$ cat src/hw/rtl/oaids_pkg.sv
`timescale 1ns / 1ps

package oaids_pkg;

    // Default list depth and the fixed widths of the request and result fields.
    localparam int DEPTH_DEF = 64;
    localparam int DATA_W    = 32;
    localparam int SLOT_W    = 7;
    localparam int FSLOT_W   = 6;
    localparam int STATUS_W  = 3;

    typedef enum logic [1:0] {
        REQ_INSERT  = 2'd0,
        REQ_DELETE  = 2'd1,
        REQ_DISPLAY = 2'd2,
        REQ_SEARCH  = 2'd3
    } req_type_t;

    typedef enum logic [STATUS_W-1:0] {
        STS_OK       = 3'd0,
        STS_FULL     = 3'd1,
        STS_EMPTY    = 3'd2,
        STS_BADPOS   = 3'd3,
        STS_NOTFOUND = 3'd4
    } status_t;

    typedef enum logic [2:0] {
        ST_IDLE,
        ST_SHIFT,
        ST_PUT,
        ST_SEARCH,
        ST_DISP_RD,
        ST_DISP_OUT,
        ST_RESP
    } state_t;

    typedef struct packed {
        status_t                    status;
        logic [FSLOT_W-1:0]         found_slot;
        logic signed [DATA_W-1:0]   entry_value;
        logic                       last;
    } result_t;

endpackage

$ cat src/hw/rtl/oaids_req_if.sv
`timescale 1ns / 1ps

interface oaids_req_if;
    import oaids_pkg::*;

    logic                       valid;
    logic                       ready;
    logic [1:0]                 req_type;
    logic [SLOT_W-1:0]          slot;
    logic signed [DATA_W-1:0]   item_value;

    modport source (output valid, output req_type, output slot, output item_value,
                    input ready);
    modport sink   (input valid, input req_type, input slot, input item_value,
                    output ready);
endinterface

$ cat src/hw/rtl/oaids_rsp_if.sv
`timescale 1ns / 1ps

interface oaids_rsp_if;
    import oaids_pkg::*;

    logic                       valid;
    logic                       ready;
    logic [STATUS_W-1:0]        status;
    logic [FSLOT_W-1:0]         found_slot;
    logic signed [DATA_W-1:0]   entry_value;
    logic                       last;

    modport source (output valid, output status, output found_slot, output entry_value,
                    output last, input ready);
    modport sink   (input valid, input status, input found_slot, input entry_value,
                    input last, output ready);
endinterface

$ cat src/hw/rtl/oaids_out_stage.sv
`timescale 1ns / 1ps

module oaids_out_stage (
    input  logic              clk,
    input  logic              rst_n,
    input  logic              load,
    input  oaids_pkg::result_t din,
    output logic              free,
    oaids_rsp_if.source       rsp
);
    import oaids_pkg::*;

    logic    valid_reg;
    logic    valid_next;
    result_t data_reg;

    // The stage can take a new result when empty or when its result leaves now.
    assign free = !valid_reg || rsp.ready;

    always_comb
    begin
        if (load)
        begin
            valid_next = 1'b1;
        end
        else
        begin
            valid_next = valid_reg && !rsp.ready;
        end
    end

    always_ff @(posedge clk or negedge rst_n)
    begin
        if (!rst_n)
        begin
            valid_reg <= 1'b0;
        end
        else
        begin
            valid_reg <= valid_next;
        end
    end

    always_ff @(posedge clk)
    begin
        if (load)
        begin
            data_reg <= din;
        end
    end

    assign rsp.valid       = valid_reg;
    assign rsp.status      = data_reg.status;
    assign rsp.found_slot  = data_reg.found_slot;
    assign rsp.entry_value = data_reg.entry_value;
    assign rsp.last        = data_reg.last;

endmodule

$ cat src/hw/rtl/ordered_array_insert_delete_search_top.sv
`timescale 1ns / 1ps

// Channel   Modport  Direction  Payload
// req       sink     in         req_type, slot, item_value
// rsp       source   out        status, found_slot, entry_value, last
//
// Insert and delete first shift the entries that move one place along, each one
// read into the read register and written from there to its new place.
// Search reads from the first entry and stops at the first hit or the last entry.
// Display gives one result per entry, as each entry is read and then registered.
// Reset clears the fill count and the sequencer; the entry memory is not cleared.
// A stalled result holds the sequencer in place; no request is taken until idle.

module ordered_array_insert_delete_search_top #(
    parameter int DEPTH = oaids_pkg::DEPTH_DEF
) (
    input  logic         clk,
    input  logic         rst_n,
    oaids_req_if.sink    req,
    oaids_rsp_if.source  rsp
);
    import oaids_pkg::*;

    localparam int IDX_W = (DEPTH > 1) ? $clog2(DEPTH) : 1;
    localparam int CNT_W = $clog2(DEPTH + 1);
    localparam logic [CNT_W-1:0] CNT_MAX = CNT_W'(DEPTH);
    localparam logic [CNT_W-1:0] CNT_ONE = CNT_W'(1);
    localparam logic [IDX_W-1:0] IDX_ONE = IDX_W'(1);

    // Sequencer and list state.
    state_t               state_reg,   state_next;
    logic [CNT_W-1:0]     count_reg,   count_next;
    logic [IDX_W-1:0]     ptr_reg,     ptr_next;
    logic [IDX_W-1:0]     wptr_reg,    wptr_next;
    logic [IDX_W-1:0]     end_reg,     end_next;
    logic [IDX_W-1:0]     cmp_idx_reg, cmp_idx_next;
    logic [IDX_W-1:0]     pos_reg,     pos_next;
    logic [IDX_W-1:0]     res_slot_reg, res_slot_next;
    logic [DATA_W-1:0]    val_reg,     val_next;
    status_t              res_status_reg, res_status_next;
    logic                 dir_reg,     dir_next;
    logic                 pend_reg,    pend_next;
    logic                 done_reg,    done_next;

    // Entry memory: one write port, one registered read port addressed by ptr_reg.
    logic [DATA_W-1:0]    mem [DEPTH];
    logic [DATA_W-1:0]    rdata_reg;
    logic                 mem_we;
    logic [IDX_W-1:0]     waddr;
    logic [DATA_W-1:0]    wdata;

    // Result register towards the response channel.
    logic                 out_load;
    logic                 out_free;
    result_t              out_din;

    // Request decode.
    logic                 req_fire;
    req_type_t            req_kind;
    logic [SLOT_W-1:0]    cnt_ext;
    logic                 list_empty;
    logic                 reject;
    status_t              reject_status;
    logic                 no_move;
    logic [IDX_W-1:0]     last_idx;
    logic                 hit;

    assign req.ready  = (state_reg == ST_IDLE);
    assign req_fire   = req.valid && req.ready;
    assign req_kind   = req_type_t'(req.req_type);
    assign cnt_ext    = SLOT_W'(count_reg);
    assign list_empty = (count_reg == '0);
    assign last_idx   = IDX_W'(count_reg - CNT_ONE);
    assign hit        = (rdata_reg == val_reg);

    // Rejections are decided at once from the fill count and the requested slot.
    // An insert at the end or a delete of the final entry moves nothing.
    always_comb
    begin
        reject        = 1'b0;
        reject_status = STS_OK;
        no_move       = 1'b0;
        unique case (req_kind)
            REQ_INSERT:
            begin
                if (count_reg >= CNT_MAX)
                begin
                    reject        = 1'b1;
                    reject_status = STS_FULL;
                end
                else if (req.slot > cnt_ext)
                begin
                    reject        = 1'b1;
                    reject_status = STS_BADPOS;
                end
                no_move = (req.slot == cnt_ext);
            end
            REQ_DELETE:
            begin
                if (list_empty)
                begin
                    reject        = 1'b1;
                    reject_status = STS_EMPTY;
                end
                else if (req.slot >= cnt_ext)
                begin
                    reject        = 1'b1;
                    reject_status = STS_BADPOS;
                end
                no_move = (req.slot == SLOT_W'(count_reg - CNT_ONE));
            end
            REQ_DISPLAY, REQ_SEARCH:
            begin
                if (list_empty)
                begin
                    reject        = 1'b1;
                    reject_status = STS_EMPTY;
                end
            end
            default:
            begin
                reject = 1'b0;
            end
        endcase
    end

    // Next state.
    always_comb
    begin
        state_next = state_reg;
        unique case (state_reg)
            ST_IDLE:
            begin
                if (req_fire)
                begin
                    if (reject)
                    begin
                        state_next = ST_RESP;
                    end
                    else
                    begin
                        unique case (req_kind)
                            REQ_INSERT, REQ_DELETE:
                                state_next = no_move ? ST_PUT : ST_SHIFT;
                            REQ_DISPLAY:
                                state_next = ST_DISP_RD;
                            REQ_SEARCH:
                                state_next = ST_SEARCH;
                            default:
                                state_next = ST_IDLE;
                        endcase
                    end
                end
            end
            ST_SHIFT:
            begin
                if (done_reg)
                begin
                    state_next = ST_PUT;
                end
            end
            ST_PUT:
            begin
                state_next = ST_RESP;
            end
            ST_SEARCH:
            begin
                if (pend_reg && (hit || (cmp_idx_reg == last_idx)))
                begin
                    state_next = ST_RESP;
                end
            end
            ST_DISP_RD:
            begin
                state_next = ST_DISP_OUT;
            end
            ST_DISP_OUT:
            begin
                if (out_free)
                begin
                    state_next = (ptr_reg == last_idx) ? ST_IDLE : ST_DISP_RD;
                end
            end
            ST_RESP:
            begin
                if (out_free)
                begin
                    state_next = ST_IDLE;
                end
            end
            default:
            begin
                state_next = ST_IDLE;
            end
        endcase
    end

    // Datapath control and register updates.
    always_comb
    begin
        count_next      = count_reg;
        ptr_next        = ptr_reg;
        wptr_next       = wptr_reg;
        end_next        = end_reg;
        cmp_idx_next    = cmp_idx_reg;
        pos_next        = pos_reg;
        res_slot_next   = res_slot_reg;
        val_next        = val_reg;
        res_status_next = res_status_reg;
        dir_next        = dir_reg;
        pend_next       = pend_reg;
        done_next       = done_reg;
        mem_we          = 1'b0;
        waddr           = wptr_reg;
        wdata           = rdata_reg;
        out_load        = 1'b0;
        out_din         = '{status: res_status_reg,
                            found_slot: FSLOT_W'(res_slot_reg),
                            entry_value: '0,
                            last: 1'b1};

        unique case (state_reg)
            ST_IDLE:
            begin
                if (req_fire)
                begin
                    pos_next        = IDX_W'(req.slot);
                    val_next        = req.item_value;
                    res_slot_next   = '0;
                    res_status_next = reject ? reject_status : STS_OK;
                    pend_next       = 1'b0;
                    done_next       = 1'b0;
                    dir_next        = (req_kind == REQ_INSERT);
                    if (req_kind == REQ_INSERT)
                    begin
                        // Walk downwards from the last entry to the insert slot.
                        ptr_next = last_idx;
                        end_next = IDX_W'(req.slot);
                    end
                    else if (req_kind == REQ_DELETE)
                    begin
                        // Walk upwards from the slot after the deleted one.
                        ptr_next = IDX_W'(req.slot) + IDX_ONE;
                        end_next = last_idx;
                    end
                    else
                    begin
                        ptr_next = '0;
                    end
                end
            end
            ST_SHIFT:
            begin
                // Write the word read in the previous cycle one place along.
                mem_we = pend_reg;
                if (!done_reg)
                begin
                    pend_next = 1'b1;
                    wptr_next = dir_reg ? (ptr_reg + IDX_ONE) : (ptr_reg - IDX_ONE);
                    if (ptr_reg == end_reg)
                    begin
                        done_next = 1'b1;
                    end
                    else
                    begin
                        ptr_next = dir_reg ? (ptr_reg - IDX_ONE) : (ptr_reg + IDX_ONE);
                    end
                end
            end
            ST_PUT:
            begin
                if (dir_reg)
                begin
                    mem_we     = 1'b1;
                    waddr      = pos_reg;
                    wdata      = val_reg;
                    count_next = count_reg + CNT_ONE;
                end
                else
                begin
                    count_next = count_reg - CNT_ONE;
                end
            end
            ST_SEARCH:
            begin
                pend_next    = 1'b1;
                cmp_idx_next = ptr_reg;
                if (ptr_reg != last_idx)
                begin
                    ptr_next = ptr_reg + IDX_ONE;
                end
                if (pend_reg)
                begin
                    if (hit)
                    begin
                        res_status_next = STS_OK;
                        res_slot_next   = cmp_idx_reg;
                    end
                    else if (cmp_idx_reg == last_idx)
                    begin
                        res_status_next = STS_NOTFOUND;
                        res_slot_next   = '0;
                    end
                end
            end
            ST_DISP_RD:
            begin
                pend_next = 1'b0;
            end
            ST_DISP_OUT:
            begin
                out_load = out_free;
                out_din  = '{status: STS_OK,
                             found_slot: FSLOT_W'(ptr_reg),
                             entry_value: signed'(rdata_reg),
                             last: (ptr_reg == last_idx)};
                if (out_free && (ptr_reg != last_idx))
                begin
                    ptr_next = ptr_reg + IDX_ONE;
                end
            end
            ST_RESP:
            begin
                out_load = out_free;
            end
            default:
            begin
                out_load = 1'b0;
            end
        endcase
    end

    always_ff @(posedge clk or negedge rst_n)
    begin
        if (!rst_n)
        begin
            state_reg <= ST_IDLE;
            count_reg <= '0;
            pend_reg  <= 1'b0;
            done_reg  <= 1'b0;
        end
        else
        begin
            state_reg <= state_next;
            count_reg <= count_next;
            pend_reg  <= pend_next;
            done_reg  <= done_next;
        end
    end

    always_ff @(posedge clk)
    begin
        ptr_reg        <= ptr_next;
        wptr_reg       <= wptr_next;
        end_reg        <= end_next;
        cmp_idx_reg    <= cmp_idx_next;
        pos_reg        <= pos_next;
        res_slot_reg   <= res_slot_next;
        val_reg        <= val_next;
        res_status_reg <= res_status_next;
        dir_reg        <= dir_next;
    end

    always_ff @(posedge clk)
    begin
        if (mem_we)
        begin
            mem[waddr] <= wdata;
        end
        rdata_reg <= mem[ptr_reg];
    end

    oaids_out_stage u_out_stage (
        .clk   (clk),
        .rst_n (rst_n),
        .load  (out_load),
        .din   (out_din),
        .free  (out_free),
        .rsp   (rsp)
    );

    // The fill count never passes the list depth.
    a_count_bound: assert property (@(posedge clk) disable iff (!rst_n)
        count_reg <= CNT_MAX)
        else $error("fill count above depth");

    // The fill count moves only as an insert or delete completes.
    a_count_moves: assert property (@(posedge clk) disable iff (!rst_n)
        (count_reg != $past(count_reg)) |-> ($past(state_reg) == ST_PUT))
        else $error("fill count changed outside completion");

    // Memory writes happen only while shifting or placing the new value.
    a_write_state: assert property (@(posedge clk) disable iff (!rst_n)
        mem_we |-> ((state_reg == ST_SHIFT) || (state_reg == ST_PUT)))
        else $error("memory write outside shift");

    // A shift never writes the entry it is reading in the same cycle.
    a_shift_no_clash: assert property (@(posedge clk) disable iff (!rst_n)
        ((state_reg == ST_SHIFT) && mem_we && !done_reg) |-> (waddr != ptr_reg))
        else $error("shift write collides with read");

endmodule

$ cat src/flat_wrapper.sv
// flat-port wrapper written by rule: the top's interface ports become plain ports
module ordered_array_insert_delete_search_top_flat import oaids_pkg::*;
#(
    parameter int DEPTH = oaids_pkg::DEPTH_DEF
)
  (clk, rst_n, req_valid, req_req_type, req_slot, req_item_value, req_ready, rsp_valid, rsp_status, rsp_found_slot, rsp_entry_value, rsp_last, rsp_ready);
  oaids_req_if req_i ();
  oaids_rsp_if rsp_i ();
  input  logic clk;
  input  logic rst_n;
  input wire logic [$bits(req_i.valid)-1:0] req_valid;
  input wire logic [$bits(req_i.req_type)-1:0] req_req_type;
  input wire logic [$bits(req_i.slot)-1:0] req_slot;
  input wire logic [$bits(req_i.item_value)-1:0] req_item_value;
  output wire logic [$bits(req_i.ready)-1:0] req_ready;
  output wire logic [$bits(rsp_i.valid)-1:0] rsp_valid;
  output wire logic [$bits(rsp_i.status)-1:0] rsp_status;
  output wire logic [$bits(rsp_i.found_slot)-1:0] rsp_found_slot;
  output wire logic [$bits(rsp_i.entry_value)-1:0] rsp_entry_value;
  output wire logic [$bits(rsp_i.last)-1:0] rsp_last;
  input wire logic [$bits(rsp_i.ready)-1:0] rsp_ready;
  assign req_i.valid = req_valid;
  assign req_i.req_type = req_req_type;
  assign req_i.slot = req_slot;
  assign req_i.item_value = req_item_value;
  assign req_ready = req_i.ready;
  assign rsp_valid = rsp_i.valid;
  assign rsp_status = rsp_i.status;
  assign rsp_found_slot = rsp_i.found_slot;
  assign rsp_entry_value = rsp_i.entry_value;
  assign rsp_last = rsp_i.last;
  assign rsp_i.ready = rsp_ready;
  ordered_array_insert_delete_search_top #(.DEPTH(DEPTH)) u_core (.clk(clk), .rst_n(rst_n), .req(req_i), .rsp(rsp_i));
endmodule
$ cat config.mk
export PLATFORM = sky130hd
export DESIGN_NAME = ordered_array_insert_delete_search_top_flat
export DESIGN_NICKNAME = d
export VERILOG_FILES = /design/src/hw/rtl/oaids_pkg.sv /design/src/hw/rtl/oaids_req_if.sv /design/src/hw/rtl/oaids_rsp_if.sv /design/src/hw/rtl/oaids_out_stage.sv /design/src/hw/rtl/ordered_array_insert_delete_search_top.sv /design/src/flat_wrapper.sv
export SDC_FILE = /design/constraint.sdc
export NUM_CORES = 2
export LEC_CHECK = 0
export BUFFER_PORTS_ARGS = -buffer_cell sky130_fd_sc_hd__buf_2
export CAP_MARGIN = 20
export CORE_UTILIZATION = 60
export CTS_CLUSTER_DIAMETER = 60
export CTS_CLUSTER_SIZE = 16
export DETAILED_ROUTE_END_ITERATION = 6
export HOLD_SLACK_MARGIN = 0.03
export PLACE_DENSITY = 0.84
export RECOVER_POWER = 50
export SYNTH_ARGS = -nofsm -noshare
export SYNTH_HDL_FRONTEND = slang
export SYNTH_SLANG_ARGS = --single-unit
$ cat constraint.sdc
create_clock -name clk -period 11.4 [get_ports clk]
set_input_delay 0.57 -clock clk [delete_from_list [all_inputs] [get_ports clk]]
set_output_delay 0.57 -clock clk [all_outputs]
set_load 0.02 [all_outputs]
**After elaboration in Yosys (flattened, before gate mapping)**

Memory sizes are Yosys's and may differ from the RTL's. A register that Yosys moved wholly into a read port is not among the register bits.
Index checks and enable logic that the tools add are counted.

- Register bits after elaboration: 127
- Memory bits (writable): 2048
- Input port bits: 45
- Output and inout bits: 44
- Logic and storage cells: 146
- Memories kept: 1

- $add $sub $neg: 5
- $lt $le $gt $ge: 3
- Equal/unequal tests: 27
- Mux-type cells: 64
- Bitwise logic cells: 1
- Reduce and logical (&&, ||, !) cells: 27

Memory list:

| name | words | bits a word | rd ports | clocked after memory_dff | wr ports | line | source |
|---|---|---|---|---|---|---|---|
| u_core.mem | 64 | 32 | 1 | 1 | 1 | ordered_array_insert_delete_search_top.sv:46 | `logic [DATA_W-1:0] mem [DEPTH];` |

Operators by type and width:

| cell | count |
|---|---|
| 6-bit 2-to-1 mux | 17 |
| 32-bit 2-to-1 mux | 2 |
| 3-bit 2-to-1 mux | 14 |
| 39-bit 2-to-1 mux | 1 |
| 32-bit == test | 1 |
| 6-bit one-hot mux with 4 select lines | 1 |
| 3-bit one-hot mux with 7 select lines | 1 |
| 6-bit == test | 3 |
| 3-bit one-hot mux with 3 select lines | 2 |
| 7-bit == test | 2 |
| 1-bit 2-to-1 mux | 14 |
| 2-bit by 1-bit inequality test with 1-bit output, second input constant | 7 |
| 6-bit by 1-bit adder with 6-bit output, second input constant | 2 |
| 6-bit one-hot mux with 2 select lines | 1 |
| 3-bit == test, second input constant | 3 |
| 2-bit 2-to-1 mux | 4 |
| 4-bit nonzero test | 2 |
| 7-bit by 1-bit adder with 7-bit output, second input constant | 1 |
| 7-bit >= comparator | 1 |
| 7-bit >= comparator, second input constant | 1 |
| 7-bit greater-than comparator | 1 |
| 7-bit logical NOT | 1 |
| 7-bit 2-to-1 mux | 1 |
| 7-bit by 1-bit subtractor with 7-bit output, second input constant | 1 |
| other kinds (25) | 43 |

**Depth between registers and ports, before layout**

- Word-level depth: 8
- Mapped depth: 11
- Gate-level depth less buffers: 9

**Modules after synthesis**

A second synthesis with hierarchy kept.

- Cells, all modules: 3742
- Area, all modules: 85309.3 µm²

By module, submodules not included:

| module | instances | cells each | area each (µm²) | sequential area each (µm²) |
|---|---|---|---|---|
| ordered_array_insert_delete_search_top | 1 | 3697 | 84000.6 | 64602.0 |
| oaids_out_stage | 1 | 45 | 1308.8 | 1286.2 |

**Least setup slack after synthesis**

Ideal clock, no wire load.

- Kind: reg2reg
- From: register u_core.state_reg[2]
- To: memory u_core.mem[10][0], enable pin
- Setup time: 0.421 ns
- Data arrival time: 3.394 ns
- Setup slack: 7.585 ns
- Stages on the path, launching flop included: 10
- Path through: dfrtp_1 -> buf_2 -> nor3b_2 -> and2_1 -> buf_4 -> mux2i_1 -> or2_1 -> or3_1 -> clkbuf_1 -> nor2_1

- Cells in the longest elaborated chain, start to end: 4
- Elaborated cells between the ends (all ways): 6
- Those cells by class: eq/ne: 2; mux: 4

Ends and longest elaborated chain:

| what | line | source |
|---|---|---|
| start, declared | ordered_array_insert_delete_search_top.sv:31 | `state_t state_reg, state_next;` |
| start signal, assigned | ordered_array_insert_delete_search_top.sv:344 | `state_reg <= state_next;` |
| 3-bit by 2-bit == test with 1-bit output / 3-bit by 1-bit == test with 1-bit output (equally long branches) | ordered_array_insert_delete_search_top.sv:222 | `unique case (state_reg)` |
| 1-bit one-hot mux with 2 select lines | ordered_array_insert_delete_search_top.sv:222 |  |
| 1-bit 2-to-1 mux | ordered_array_insert_delete_search_top.sv:366 | `if (mem_we)` |
| 1-bit 2-to-1 mux (implied by the code) | ordered_array_insert_delete_search_top.sv:368 | `mem[waddr] <= wdata;` |
| end, declared | ordered_array_insert_delete_search_top.sv:46 |  |

Parallel ways exist; a longest one is shown, timed or not.

**Worst setup path after layout**

- From: register u_core.state_reg[2]
- To: memory u_core.mem[56][14] (data pin)

- Cells in the longest elaborated chain, start to end: 2

Ends and longest elaborated chain:

| what | line | source |
|---|---|---|
| 3-bit by 2-bit == test with 1-bit output | ordered_array_insert_delete_search_top.sv:222 |  |
| 32-bit 2-to-1 mux | ordered_array_insert_delete_search_top.sv:222 |  |
| net u_core.wdata[14] | ordered_array_insert_delete_search_top.sv:50 | `logic [DATA_W-1:0] wdata;` |

The timed path passes the listed nets, and every way through them passes these cells.

==> run_results.csv <==
group,metric,value,unit
run_status,outcome,"finished, violations left",
run_status,violations,"DRC, capacitance limit, slew limit",
sta,rsz0062_at_grt,"no",
synthesis,synth-main-ff-cell,"edfxtp_1",
synthesis,synth_area,85500,um^2
final_layout,largest_reg_flops,2048,
final_layout,drive_above_1_share,0.250,
worst_setup_path,worst-r2r-cell-count,5,
grt,grt_overflow_total,0,
worst_setup_path,timing_worst_setup_path_type,"reg2reg",
clock_network,cts_sinks,2207,
die,die_area,144000,um^2
synthesis,synth_warnings,0,
final_layout,largest-register,"u_core.mem",
sta,maxSlewViolCount,2154,
detailed_routing,drc,1,
clock_network,cts_tree,"built",
worst_setup_path,crit_family,"buffers and inverters",
worst_setup_path,worstPathArrival,8.24,ns
power_and_ir_drop,ir_drop,0.252,mV
worst_setup_path,critPathMaxStageDelay,2.59,ns
run,cap_violations,39,
worst_setup_path,start_kind,"flop",
detailed_routing,routed_wl,226000,um
clock_network,clockBufferDepth,3,
power_and_ir_drop,leakage,0.0286,uW
sta,setup_viol,0,
synthesis,synth_nets,3831,
worst_setup_path,worst-path-stages,5,
detailed_routing,routedWlPerCell,38.0,um
die,die_width,380,um
placement,dp_cells,5658,
synthesis,ys_seq_area_frac,0.771,
synthesis,yosys.area.top_type,"edfxtp_1",
sta,hold_violations,0,
synthesis,yosys-top-cells-count,"edfxtp_1 (2,162), mux4_2 (602), nor2_1 (119), clkbuf_1 (97), mux2i_1 (76)",
worst_setup_path,crit_path_frequent_cell,"clkbuf_1",
final_layout,instances_no_fill,5947,
clock_network,cts_resized,0,
synthesis,synth_area_leaders,"edfxtp_1 (76%), mux4_2 (16%), mux2i_1 (0.89%), mux2_2 (0.78%), dfxtp_1 (0.75%)",
synthesis,netlist-cell-type-count,60,
worst_setup_path,critical-path-slowest-cell,"clkbuf_1",
die,ios,89,
final_layout,synthToLayoutAreaGrowth,9.74,%
worst_setup_path,crit_path_end_kind,"flop",
clock_network,path_clk_slew,0.08,ns
min_path,min_path_cells,3,
clock_network,htreeDepth,4,
placement,numPortBuffers,88,
synthesis,avgSynthCellArea,22.7,um^2
worst_setup_path,crit_buf_inv,2,
worst_setup_path,required,11.46,ns
placement,gp_congestion,0.906,
grt,grt_max_degree,108,
sta,worstMarginPinSlew,3.69,ns
grt,antenna_found_initial,14,
clock_network,clk_latency,0.83,ns
die,fp.dieH,380,um
sta,skew,0.0405,ns
detailed_routing,vias,43206,
power_and_ir_drop,power_density,264,nW/um^2
die,core,141000,um^2
die,num_rows,138,
synthesis,async_flop_share,0.00589,
grt,grtUsageTotal,0.315,
die,initial_core_util,0.605,
worst_setup_path,crit_chain,"nor3b_1 -> and2_2 -> clkbuf_1 -> mux2_2 -> clkbuf_1",
final_layout,final_nets,4038,
sta,fin_setup_tns,0,ns
sta,min_period,8.18,ns
placement,detailedPlace.worstSlack,6.38,ns
sta,max_freq,122,MHz
detailed_routing,dr.pass1.iters,7,
clock_network,cts_buffers,160,
synthesis,yosysMostFrequentCell,"edfxtp_1",
clock_network,cts_root_buf,"clkbuf_16",
sta,layout_setup_ws,3.22,ns
worst_setup_path,path_max_fanout,64,
placement,hpwl,123000,um
detailed_routing,drtAntennaViolNets,0,
detailed_routing,drt_iter0_markers,7022,
detailed_routing,vias_per_cell,7.27,
sta,fin_crit_sh,0.717,
synthesis,synth_top_cell_area_share,0.759,
min_path,hold_class,"in2reg",
synthesis,synth_edf_count,2162,
synthesis,syn_inst,3773,
synthesis,ys_ff_latch,2207,
grt,grt_pass1_wl,318000,um
grt,grt_pass1_vias,43355,
sta,relSlewSlack,-1.46,
-- cell families (layout without fill, tap and decap cells) --
family                   Yosys count  after routing  synth area share
AND/OR/NAND/NOR                  316            316            0.0178
AO/OA/AOI/OAI                    201            201            0.0145
multiplexers                     737            737             0.175
other                              0              3                 0
flip-flops                      2207           2207             0.771
XOR/XNOR                          80             80           0.00868
buffers and inverters            219            500            0.0113
adder cells (fa/ha/maj)           13             13           0.00190
-- per-layer routing --
metal	wire length (um)	GRT usage	vias up
met2	111000	0.509	3901
li1	-	-	16228
met4	11000	0.134	16
met3	29500	0.0812	661
met5	94	0	-
met1	74000	0.410	22400
-- worst register-to-register path: stages, from the launching register on --
cell and delay, ns:
dfrtp_1 0.66, nor3b_1 0.89, and2_2 0.27, clkbuf_1 2.39, mux2_2 0.55, clkbuf_1 2.59
-- power breakdown --
part / switching [uW] / internal, uW
logic: 5320 / 2920
clock network: 2740 / 2690
registers: 362 / 10700
total: 8420 / 16400
-- through the flow --
stage	utilization	area (um^2)	total power [uW]	hold slack [ns]
after detailed placement	0.629	88900	19000	0.500
final	0.664	93800	24800	0.191
after CTS	0.663	93800	24500	0.0593
after floorplan	-	85500	16000	0.274
after global routing	0.663	93800	25300	0.168
after global placement	0.627	88700	18600	0.500
-- cell usage in the layout, fill, tap and decap left out, types with 14 or more instances in the layout --
master / count
edfxtp_1: 2162
mux4_2: 602
clkbuf_16: 162
clkbuf_1: 145
mux2i_1: 76
a21oi_1: 68
xnor2_1: 66
nor2_4: 64
buf_4: 59
nand2_1: 58
nor2_1: 56
mux2_2: 43
o21ai_0: 39
and2_0: 33
dlygate4sd3_1: 33
dfxtp_1: 32
buf_2: 31
o22ai_1: 26
buf_12: 22
inv_1: 20
o221ai_1: 17
nand3_1: 16
mux2_1: 16
nor3_1: 15
nand2b_1: 14
-- final timing paths --
path	slack [ns]	end	start
max in group asynchronous	10.43	u_core.cnt_ext[1]	rst_n
min in group asynchronous	0.40	u_core.state_reg[2]	rst_n
setup reg to reg	3.22	u_core.mem[56][14]	u_core.state_reg[2]
hold reg to reg	0.54	u_core.u_out_stage.rsp.found_slot[0]	u_core.res_slot_reg[0]
hold / removal	0.19	u_core.done_reg	req_valid
setup / recovery	3.22	u_core.mem[56][14]	u_core.state_reg[2]
-- final cells by class --
| type | count | area (um^2) |
|---|---|---|
| clock buffer | 212 | 4240 |
| tap | 1890 | 2360 |
| multi-input combinational | 1347 | 19100 |
| clock inverter | 24 | 324 |
| sequential | 2207 | 65900 |
| antenna | 3 | 7.51 |
| fill | 8169 | 47600 |
| timing repair buffer | 244 | 1810 |
| inverter | 20 | 75.1 |
-- timing repair --
action | in CTS | in global routing
hold endpoints to repair | 45 | 0
hold buffers | 33 | 0
buffers inserted | 0 | 0
No activity file was read; power rests on OpenSTA's default activity.
